**src/hw/rtl/kpm_pkg.sv**
```systemverilog
// Shared constants and controller/datapath interface types for the k-partition core.
`default_nettype none
package kpm_pkg;

    localparam int MAX_ITEMS   = 256;
    localparam int WEIGHT_BITS = 8;
    localparam int CFG_W       = 9;
    localparam int IDX_W       = $clog2(MAX_ITEMS + 1);
    localparam int LIDX_W      = $clog2(MAX_ITEMS);
    localparam int PAIR_SLOTS  = (MAX_ITEMS * (MAX_ITEMS - 1)) / 2;
    localparam int SLOT_W      = $clog2(PAIR_SLOTS);
    localparam int POS_W       = 16;
    localparam int CADDR_W     = 2 * LIDX_W;
    localparam int RADDR_W     = IDX_W + 1;
    localparam int COL_W       = 16;
    localparam int COST_W      = 24;
    localparam int DP_W        = 25;
    localparam logic [COST_W-1:0] COST_MAX = {COST_W{1'b1}};

    // Configuration register indexes.
    localparam logic CFG_ITEM_COUNT  = 1'b0;
    localparam logic CFG_GROUP_COUNT = 1'b1;

    // Input item kinds.
    localparam logic ACT_LOAD    = 1'b0;
    localparam logic ACT_COMPUTE = 1'b1;

    // Commands from the controller to the datapath.
    typedef struct packed {
        logic                load_we;
        logic [SLOT_W-1:0]   load_addr;
        logic                build_init;
        logic                col_start;
        logic                build_acc;
        logic                dp_acc;
        logic                row_we;
        logic                out_load;
        logic                out_inf;
        logic                first;
        logic                zero_c;
        logic                prev_zero;
        logic [IDX_W-1:0]    n;
        logic [IDX_W-1:0]    r_idx;
        logic [IDX_W-1:0]    l_idx;
        logic [CADDR_W-1:0]  c_raddr;
        logic [CADDR_W-1:0]  c_waddr;
        logic [RADDR_W-1:0]  row_raddr;
        logic [RADDR_W-1:0]  row_waddr;
    } t_cmd;

    // Status from the datapath to the controller.
    typedef struct packed {
        logic out_free;
    } t_sts;

endpackage
`default_nettype wire

```
**src/hw/rtl/kpm_ctrl.sv**
```systemverilog
// Controller: configuration registers, load position and the sequencing state machine.
`default_nettype none
module kpm_ctrl (
    input  wire                        i_clk,
    input  wire                        i_rst_n,
    input  wire                        i_cfg_valid,
    input  wire                        i_cfg_index,
    input  wire [kpm_pkg::CFG_W-1:0]   i_cfg_data,
    input  wire                        i_in_valid,
    output logic                       o_in_ready,
    input  wire                        i_action,
    input  wire kpm_pkg::t_sts         i_sts,
    output kpm_pkg::t_cmd              o_cmd
);
    import kpm_pkg::*;

    localparam logic [3:0] S_IDLE = 4'd0;
    localparam logic [3:0] S_BCOL = 4'd1;
    localparam logic [3:0] S_BRD  = 4'd2;
    localparam logic [3:0] S_BACC = 4'd3;
    localparam logic [3:0] S_DE   = 4'd4;
    localparam logic [3:0] S_DRD  = 4'd5;
    localparam logic [3:0] S_DACC = 4'd6;
    localparam logic [3:0] S_DWR  = 4'd7;
    localparam logic [3:0] S_FRD  = 4'd8;
    localparam logic [3:0] S_FWT  = 4'd9;
    localparam logic [3:0] S_OUT  = 4'd10;

    logic [3:0]       r_state, n_state;
    logic [CFG_W-1:0] r_item_count, r_group_count;
    logic [POS_W-1:0] r_pos, n_pos;
    logic [IDX_W-1:0] r_r, n_r, r_l, n_l, r_k, n_k, r_e, n_e, r_m, n_m;
    logic             r_inf, n_inf;

    logic [IDX_W-1:0] act_n;
    logic [IDX_W-1:0] grp;
    logic [2*IDX_W-1:0] n_prod;
    logic [POS_W-1:0] expected;
    logic             infeasible;
    logic             accept;
    logic [IDX_W-1:0] e_m1, r_m1;
    logic             last_m;

    // Configuration writes.
    always_ff @(posedge i_clk) begin
        if (!i_rst_n) begin
            r_item_count  <= CFG_W'(1);
            r_group_count <= CFG_W'(1);
        end else if (i_cfg_valid) begin
            unique case (i_cfg_index)
                CFG_ITEM_COUNT:  r_item_count  <= i_cfg_data;
                CFG_GROUP_COUNT: r_group_count <= i_cfg_data;
                default:         r_item_count  <= r_item_count;
            endcase
        end
    end

    // Item count clamped to the supported range.
    always_comb begin
        if (r_item_count == '0) begin
            act_n = IDX_W'(1);
        end else if (r_item_count > CFG_W'(MAX_ITEMS)) begin
            act_n = IDX_W'(MAX_ITEMS);
        end else begin
            act_n = r_item_count[IDX_W-1:0];
        end
    end

    assign grp        = r_group_count[IDX_W-1:0];
    assign n_prod     = act_n * (act_n - IDX_W'(1));
    assign expected   = POS_W'(n_prod >> 1);
    assign infeasible = (r_group_count == '0) || (r_group_count > CFG_W'(act_n));
    assign o_in_ready = (r_state == S_IDLE);
    assign accept     = i_in_valid && o_in_ready;
    assign e_m1       = r_e - IDX_W'(1);
    assign r_m1       = r_r - IDX_W'(1);
    assign last_m     = (r_k == IDX_W'(1)) ? (r_m == '0) : (r_m == e_m1);

    always_comb begin
        n_state = r_state;
        n_pos   = r_pos;
        n_r     = r_r;
        n_l     = r_l;
        n_k     = r_k;
        n_e     = r_e;
        n_m     = r_m;
        n_inf   = r_inf;
        o_cmd   = '0;
        o_cmd.n         = act_n;
        o_cmd.r_idx     = r_r;
        o_cmd.l_idx     = r_l;
        o_cmd.load_addr = r_pos[SLOT_W-1:0];
        o_cmd.c_raddr   = {r_l[LIDX_W-1:0], r_m1[LIDX_W-1:0]};
        o_cmd.c_waddr   = {r_l[LIDX_W-1:0], r_r[LIDX_W-1:0]};
        o_cmd.row_raddr = {grp[0], act_n};
        o_cmd.row_waddr = {r_k[0], r_e};
        o_cmd.out_inf   = r_inf;

        unique case (r_state)
            S_IDLE: begin
                if (accept) begin
                    if (i_action == ACT_LOAD) begin
                        if (r_pos < expected) begin
                            o_cmd.load_we = 1'b1;
                            n_pos = r_pos + POS_W'(1);
                        end
                    end else begin
                        n_pos = '0;
                        o_cmd.build_init = 1'b1;
                        n_r = IDX_W'(1);
                        n_k = IDX_W'(1);
                        n_e = IDX_W'(1);
                        n_inf = infeasible;
                        if (infeasible) begin
                            n_state = S_OUT;
                        end else if (act_n == IDX_W'(1)) begin
                            n_state = S_DE;
                        end else begin
                            n_state = S_BCOL;
                        end
                    end
                end
            end
            // Build span costs column by column, l walking down from r-1.
            S_BCOL: begin
                o_cmd.col_start = 1'b1;
                n_l = r_m1;
                n_state = S_BRD;
            end
            S_BRD: begin
                n_state = S_BACC;
            end
            S_BACC: begin
                o_cmd.build_acc = 1'b1;
                o_cmd.first  = (r_l == r_m1);
                o_cmd.zero_c = (r_l == r_m1);
                if (r_l == '0) begin
                    if (r_r == act_n - IDX_W'(1)) begin
                        n_state = S_DE;
                    end else begin
                        n_r = r_r + IDX_W'(1);
                        n_state = S_BCOL;
                    end
                end else begin
                    n_l = r_l - IDX_W'(1);
                    n_state = S_BRD;
                end
            end
            // Partition rows: best over split points m for each end e.
            S_DE: begin
                n_m = r_k - IDX_W'(1);
                n_state = S_DRD;
            end
            S_DRD: begin
                o_cmd.row_raddr = {~r_k[0], r_m};
                o_cmd.c_raddr   = {r_m[LIDX_W-1:0], e_m1[LIDX_W-1:0]};
                n_state = S_DACC;
            end
            S_DACC: begin
                o_cmd.dp_acc    = 1'b1;
                o_cmd.first     = (r_m == r_k - IDX_W'(1));
                o_cmd.zero_c    = (r_m == e_m1);
                o_cmd.prev_zero = (r_k == IDX_W'(1));
                if (last_m) begin
                    n_state = S_DWR;
                end else begin
                    n_m = r_m + IDX_W'(1);
                    n_state = S_DRD;
                end
            end
            S_DWR: begin
                o_cmd.row_we = 1'b1;
                if (r_e == act_n) begin
                    if (r_k == grp) begin
                        n_state = S_FRD;
                    end else begin
                        n_k = r_k + IDX_W'(1);
                        n_e = r_k + IDX_W'(1);
                        n_state = S_DE;
                    end
                end else begin
                    n_e = r_e + IDX_W'(1);
                    n_state = S_DE;
                end
            end
            S_FRD: begin
                n_state = S_FWT;
            end
            S_FWT: begin
                n_state = S_OUT;
            end
            S_OUT: begin
                if (i_sts.out_free) begin
                    o_cmd.out_load = 1'b1;
                    n_state = S_IDLE;
                end
            end
            default: begin
                n_state = S_IDLE;
            end
        endcase
    end

    always_ff @(posedge i_clk) begin
        if (!i_rst_n) begin
            r_state <= S_IDLE;
            r_pos   <= '0;
        end else begin
            r_state <= n_state;
            r_pos   <= n_pos;
        end
    end

    always_ff @(posedge i_clk) begin
        r_r   <= n_r;
        r_l   <= n_l;
        r_k   <= n_k;
        r_e   <= n_e;
        r_m   <= n_m;
        r_inf <= n_inf;
    end

endmodule
`default_nettype wire

```
**config.mk**
```make
export PLATFORM = sky130hd
export DESIGN_NAME = kpm_ctrl
export DESIGN_NICKNAME = d
export VERILOG_FILES = /design/src/hw/rtl/kpm_pkg.sv /design/src/hw/rtl/kpm_ctrl.sv
export SDC_FILE = /design/constraint.sdc
export NUM_CORES = 1
export LEC_CHECK = 0
export ABC_AREA = 1
export BUFFER_PORTS_ARGS = -buffer_cell sky130_fd_sc_hd__buf_2
export CAP_MARGIN = 20
export CORE_MARGIN = 2
export CORE_UTILIZATION = 60
export DETAILED_ROUTE_END_ITERATION = 8
export GPL_TIMING_DRIVEN = 0
export HOLD_SLACK_MARGIN = 0.05
export PLACE_DENSITY = 0.87
export SYNTH_ARGS = -nofsm -noshare
export SYNTH_HDL_FRONTEND = slang
export SYNTH_SLANG_ARGS = --single-unit
```
**constraint.sdc**
```tcl
create_clock -name i_clk -period 21.2 [get_ports i_clk]
set_input_delay 2.12 -clock i_clk [delete_from_list [all_inputs] [get_ports i_clk]]
set_output_delay 2.12 -clock i_clk [all_outputs]
set_load 0.05 [all_outputs]
```
==> out/summary.txt, run 1 <==
DRT Pass-1 Iters: 5
Min cycle time layout: 11.00 ns
GPL Wtd Cong: 0.975
Fmax: 0.0909 GHz
Register area: 0.00214 mm²
CTS sink cnt: 84
Die ar.: 0.0174 mm²
First-pass GRT wire length: 44,200 µm
Root Driver: clkbuf_16
Vias per cell: 5.60
Wire length per cell: 16.2 µm
Sequential fraction of the synthesis area: 21.8%
Commonest non-fill, non-tap cell in the layout: nand2_1
Syn Area/Cell: 7.38 µm²
WL final: 27,500 µm
Post-synth cell types: 49
CP delay by family, top: adder cells
Total grt overflow: 0
Initial Utilization: 61.6%
Final Util: 69.4%
Final Max Slew Viols: 0
Final net count: 1,638
Crit path top cell by count: nand2_1
Slew HR: 30.4%
Asr flop ratio synth: 0%
Die Y: 132 µm
Worst-path maximum fanout: 11
Clock Skews: 0.00722 ns
Hold Buf Count CTS: 0
Initial antenna violation count: 0
Area of the multi-input gates: 0.00643 mm²
Worst EP required: 19.08 ns
Cells after Synth: 1,331
Clock Pin Slew Worst Setup and Hold Paths: 0.06 ns
Synthesis-stage register bit count: 84
PwrDens: 75.7 mW/mm²
Top_reg_cell synth: edfxtp_1
Max-cap violations: 0
Setup TNS: 0 ns
Number of synthesized flops with an enable pin: 46
Core area: 0.0159 mm²
Dpl hpwl: 21,700 µm
Setup repair bufs after CTS: 0
Psw: 0.000397 W
Total track usage: 31.5%
Final Hold Viols: 0
Final setup fails: 0
Commonest non-fill, non-tap cells in the layout: 207 x nand2_1, 205 x inv_1, 168 x nor2_1
Synth area leaders: edfxtp_1 14%, ha_1 12%, fa_1 11%
Syn-to-layout area delta: 12.6%
Clock power share: 21.2%
Worst vdd ir: 0.0503 mV
Seq pwr share: 25.7%
Fraction of layout cells with a size suffix above 1: 14.5%
Tcrit/Tclk final: 51.9%
WP data arrival: 8.88 ns
# DRC: 0
Hold WC Path Type: reg -> reg
Status: complete, no violations
Comb pwr share: 53.1%
Switching Share: 47.4%
Leakage power: 5.43 nW
CP peak stage delay: 0.57 ns
Tightest Pin Transition: 1.04 ns
Die X: 132 µm
Post-cts gate resize count: 0
Via count: 9,483
CP max-delay cell: fa_1
# IOs: 122
Post-synth top area share: 14.1%
Crit path capture type: output pin
Clk_lat worst skew: 0.35 ns
Input/output buffers: 121
Post-DRT Antenna Nets: 0
Iter 0 DRT Violations: 955
CTS tree: done
H-tree levels: 3
Post-Syn Area: 0.00982 mm²
Buf+Inv Stages, Crit Path: 11
Synth warn: 0
CTS buffer count: 9
# rows: 46
Longest Clk Path Bufs: 2
Vias in the first global route: 8,933
Largest net degree at the start of global routing: 15
P_int: 0.000440 W
Area leader, netlist: edfxtp_1
Setup CP Type: reg -> out
Filler cell count: 1,318
Critical path launch point type: register
# diodes: 0
RSZ-0062 raised after global routing: no
[worst min-delay path: cells and delay by family (launching register included)]
family / cells / cell delay [ns]
flops: 1 / 0.34
compound gates: 1 / 0.06
buf+inv: 1 / 0.08
[final cells by class]
class                   count  area share, %
plain buffers              77           4.25
clock buffers              13           2.36
clock inverters             3          0.622
inverters                 213           7.30
multi-input cells         964           58.1
flip-flops and latches     84           19.4
well taps                 216           2.44
repair buffers            122           5.54
[flip-flops by register name, summed over array words and instances (netlist names)]
signal and flops:
r_pos 16, grp 9, r_e 9, r_item_count 9
r_k 9, r_l 9, r_m 9, r_r 9
r_state 4, r_inf 1
[cell families (layout without fill, tap and decap cells)]
family                   after synthesis  count (layout)  share of synthesized area, %
AND/OR/NAND/NOR                      528             528                          23.2
buffers and inverters                290             428                          13.0
AO/OA/AOI/OAI                        185             185                          10.3
adder cells (fa/ha/maj)              151             151                          23.4
XOR/XNOR                              91              91                          8.12
flip-flops                            84              84                          21.8
other                                  2               9                        0.0765
[cells in the mapped netlist (2+ instances only)]
library cell	count
clkinv_1	2
inv_1	205
xnor2_1	13
buf_4	33
clkbuf_2	2
edfxtp_1	46
nor3_1	27
or2_2	5
conb_1	2
a21oi_1	67
nor4_1	12
a31oi_1	6
o211ai_1	5
a21o_1	2
o21ai_1	4
nand3_2	2
clkbuf_1	28
o22ai_1	3
xor2_1	78
buf_2	8
nor3_2	2
nand2_2	5
inv_2	4
nor2_2	7
o21a_1	2
ha_1	96
nand4_1	18
buf_6	6
nand2_1	207
o31ai_1	4
o21ai_0	81
nand3_1	70
dfxtp_1	38
o21bai_1	5
fa_1	55
nor2_1	168
[final timing paths]
| kind | startpoint | endpoint | cells past startpoint | slack [ns] |
|---|---|---|---|---|
| max | r_item_count[2]$_SDFFE_PN0P_ | o_cmd[104] | 42 | 10.20 |
| min | grp[8]$_SDFFE_PN0P_ | grp[8]$_SDFFE_PN0P_ | 2 | 0.53 |
| max reg2reg | r_item_count[2]$_SDFFE_PN0P_ | r_pos[14]$_SDFFE_PN0P_ | 45 | 12.54 |
| min reg2reg | grp[8]$_SDFFE_PN0P_ | grp[8]$_SDFFE_PN0P_ | 2 | 0.53 |
[routing by layer]
layer  wire [µm]  GRT usage (%)  part of all wire [%]  vias up
met5           0              0                     0        -
met4         630           10.4                   2.3        0
met3        2170           5.38                   7.9       49
met2       12900           50.3                    47      420
met1       11800           43.5                    43     4488
li1            -              -                     -     4526
[power groups by stage]
stage                     logic (W)  registers, W  clock network, W
after global routing       0.000494      0.000217          0.000183
after CTS                  0.000442      0.000214          0.000177
after global placement     0.000427      0.000217                 0
after floorplan            0.000317      0.000233                 0
after detailed placement   0.000438      0.000218                 0
final                      0.000445      0.000215          0.000178
[metrics by stage]
| stage | cell area [µm²] | cells | total power (W) | hold slack [ns] | worst slack, ns |
|---|---|---|---|---|---|
| 5_1_grt | 11100 | 1692 | 0.000894 | 0.542 | 9.67 |
| 2_1_floorplan | 9850 | 1338 | 0.000550 | 0.456 | 11.41 |
| 3_5_place_dp | 10700 | 1676 | 0.000655 | 0.512 | 10.68 |
| 6_report | 11100 | 1692 | 0.000837 | 0.526 | 10.20 |
| 3_3_place_gp | 10700 | 1675 | 0.000644 | 0.472 | 10.90 |
| 4_1_cts | 11100 | 1692 | 0.000834 | 0.521 | 10.28 |
Note: power is estimated with default switching activity, not from simulation.
==> inputs of run 2 (changes only) <==
Settings changed: ABC_AREA 1 to 0.
Clock period 21.2 ns to 10.6 ns, I/O delays scaled along.
==> run 2 against run 1 <==
Routed wire length up 1.2%. Non-clock buffer count rose by 20. First-iteration DRC count shrank 20%. Worst hold slack got worse by 0.036 ns. Global-route usage decreased by 0.12 points. Clock skew is 0.0022 ns higher. Critical path type unchanged. Largest cell class unchanged.
==> out/summary.txt, run 2 <==
Leakage power: 5.09 nW
Initial Utilization: 60.6%
PwrDens: 157 mW/mm²
Filler cell count: 1,298
Vias in the first global route: 9,067
Post-Syn Area: 0.00994 mm²
CP peak stage delay: 0.58 ns
Hold Buf Count CTS: 0
CP max-delay cell: dfxtp_1
Cells after Synth: 1,209
Longest Clk Path Bufs: 2
Via count: 9,486
Clock Pin Slew Worst Setup and Hold Paths: 0.07 ns
Input/output buffers: 121
Iter 0 DRT Violations: 766
Slew HR: 40.2%
# IOs: 122
DP Area: 0.0109 mm²
Syn-to-layout area delta: 12.6%
Post-route insts no fill: 1,571
Top_reg_cell synth: edfxtp_1
Asr flop ratio synth: 0%
Total grt overflow: 0
Crit path capture type: output pin
First-pass GRT wire length: 44,500 µm
Area leader, netlist: edfxtp_1
Largest reg by FF count: r_pos
Final setup fails: 0
Commonest non-fill, non-tap cell in the layout: buf_2
Die Y: 133 µm
Clock Skews: 0.00944 ns
WP data arrival: 9.21 ns
Synthesis-stage register bit count: 84
# rows: 47
Die ar.: 0.0176 mm²
Post-DRT Antenna Nets: 0
H-tree levels: 3
Clk_lat worst skew: 0.36 ns
Synth warn: 0
Max FFs per register: 16
Total track usage: 31.4%
Hold WC Path Type: reg -> reg
Final Max Slew Viols: 0
Min cycle time layout: 10.27 ns
Post-synth cell types: 77
Dpl hpwl: 21,200 µm
# diodes: 0
Worst vdd ir: 0.183 mV
Vias per cell: 6.04
Design Area, Final: 0.0112 mm²
Fraction of layout cells with a size suffix above 1: 15.0%
Worst-path maximum fanout: 11
CTS sink cnt: 84
Commonest non-fill, non-tap cells in the layout: 124 x buf_2, 119 x nor2_1, 118 x nand2_1
Tcrit/Tclk final: 96.9%
Die X: 133 µm
Number of synthesized flops with an enable pin: 46
CTS buffer count: 9
Critical path launch point type: register
Sequential fraction of the synthesis area: 21.6%
Tightest Pin Transition: 0.896 ns
# DRC: 0
Pwr Total: 0.00176 W
Wire length per cell: 17.7 µm
Post-synth top area share: 13.9%
Post-synth top cells: 121 x nand2_1, 119 x nor2_1, 110 x inv_1
Crit path top cell by count: fa_1
Core area: 0.0164 mm²
Worst EP required: 9.54 ns
Status: complete, no violations
Setup TNS: 0 ns
Final net count: 1,513
Setup CP Type: reg -> out
Largest net degree at the start of global routing: 17
DP Cell Count: 1,558
Max-cap violations: 0
RSZ-0062 raised after global routing: no
DRT Pass-1 Iters: 9
Syn Area/Cell: 8.22 µm²
Count leader, synth: nand2_1
Fmax: 0.0974 GHz
WL final: 27,800 µm
Final Hold Viols: 0
Initial antenna violation count: 1
Synth area leaders: edfxtp_1 14%, ha_1 12%, fa_1 11%
GPL Wtd Cong: 0.947
Root Driver: clkbuf_16
CTS tree: done
## run 2: power by group
part           leakage (nW)  total [W]  internal (W)  switching [W]
Sequential            0.732   0.000459      0.000406      0.0000535
Clock                 0.151   0.000328      0.000177       0.000151
Combinational          4.21   0.000968      0.000302       0.000666
## run 2: final cells by class
cell class / count / area (µm²) / share of cell area (%)
clock inverters: 6 / 51.3 / 0.458
plain buffers: 96 / 502 / 4.48
inverters: 112 / 422 / 3.77
multi-input cells: 920 / 6920 / 61.9
repair buffers: 123 / 623 / 5.57
clock buffers: 10 / 250 / 2.24
flip-flops and latches: 84 / 2140 / 19.2
well taps: 220 / 275 / 2.46
## run 2: layer usage
layer	GRT usage, %	vias to the layer above	part of all wire (%)
li1	-	4371	-
met3	6.97	94	11
met5	0	-	0.11
met4	13.4	2	3.3
met2	49.3	581	46
met1	41.8	4438	40
## run 2: logic make-up after synthesis
kind of cell / after synthesis / synth area share [%]
and+or+nand+nor: 452 / 22.3
buffers and inverters: 212 / 9.42
AOI/OAI and AO/OA: 185 / 12.3
adders and majority gates: 151 / 23.2
xor gates and xnor gates: 113 / 10.2
DFF: 84 / 21.6
muxes: 10 / 1.02
other: 2 / 0.0756
## run 2: final timing paths
kind	start	to	slack [ns]	depth (start not counted)
setup / recovery	r_item_count[2]$_SDFFE_PN0P_	o_cmd[104]	0.33	30
hold reg to reg	r_pos[15]$_SDFFE_PN0P_	r_pos[15]$_SDFFE_PN0P_	0.49	2
hold / removal	r_pos[15]$_SDFFE_PN0P_	r_pos[15]$_SDFFE_PN0P_	0.49	2
setup reg to reg	r_item_count[2]$_SDFFE_PN0P_	r_pos[3]$_SDFFE_PN0P_	1.54	31
## run 2: what timing repair did
action	CTS	global route
setup buffers	0	1
pin swaps	0	1
gates resized for setup	4	7
endpoints found under the setup margin	1	1
## run 2: metrics by stage
stage | worst slack, ns | utilization [%] | hold slack, ns
after detailed placement | -0.0243 | 66.2 | 0.473
final | 0.332 | 68.2 | 0.490
after global routing | 0.00894 | 68.2 | 0.514
after global placement | 0.101 | 66.1 | 0.459
after CTS | 0.151 | 68.1 | 0.485
after floorplan | 0.800 | - | 0.448
## run 2: worst max-delay path, delay by kind of cell, from the launching register on
| kind | cells | cell delay [ns] |
|---|---|---|
| adders and majority gates | 8 | 3.61 |
| and+or+nand+nor | 8 | 1.99 |
| AOI/OAI and AO/OA | 7 | 1.56 |
| buffers and inverters | 6 | 0.94 |
| DFF | 1 | 0.58 |
| xor gates and xnor gates | 1 | 0.17 |
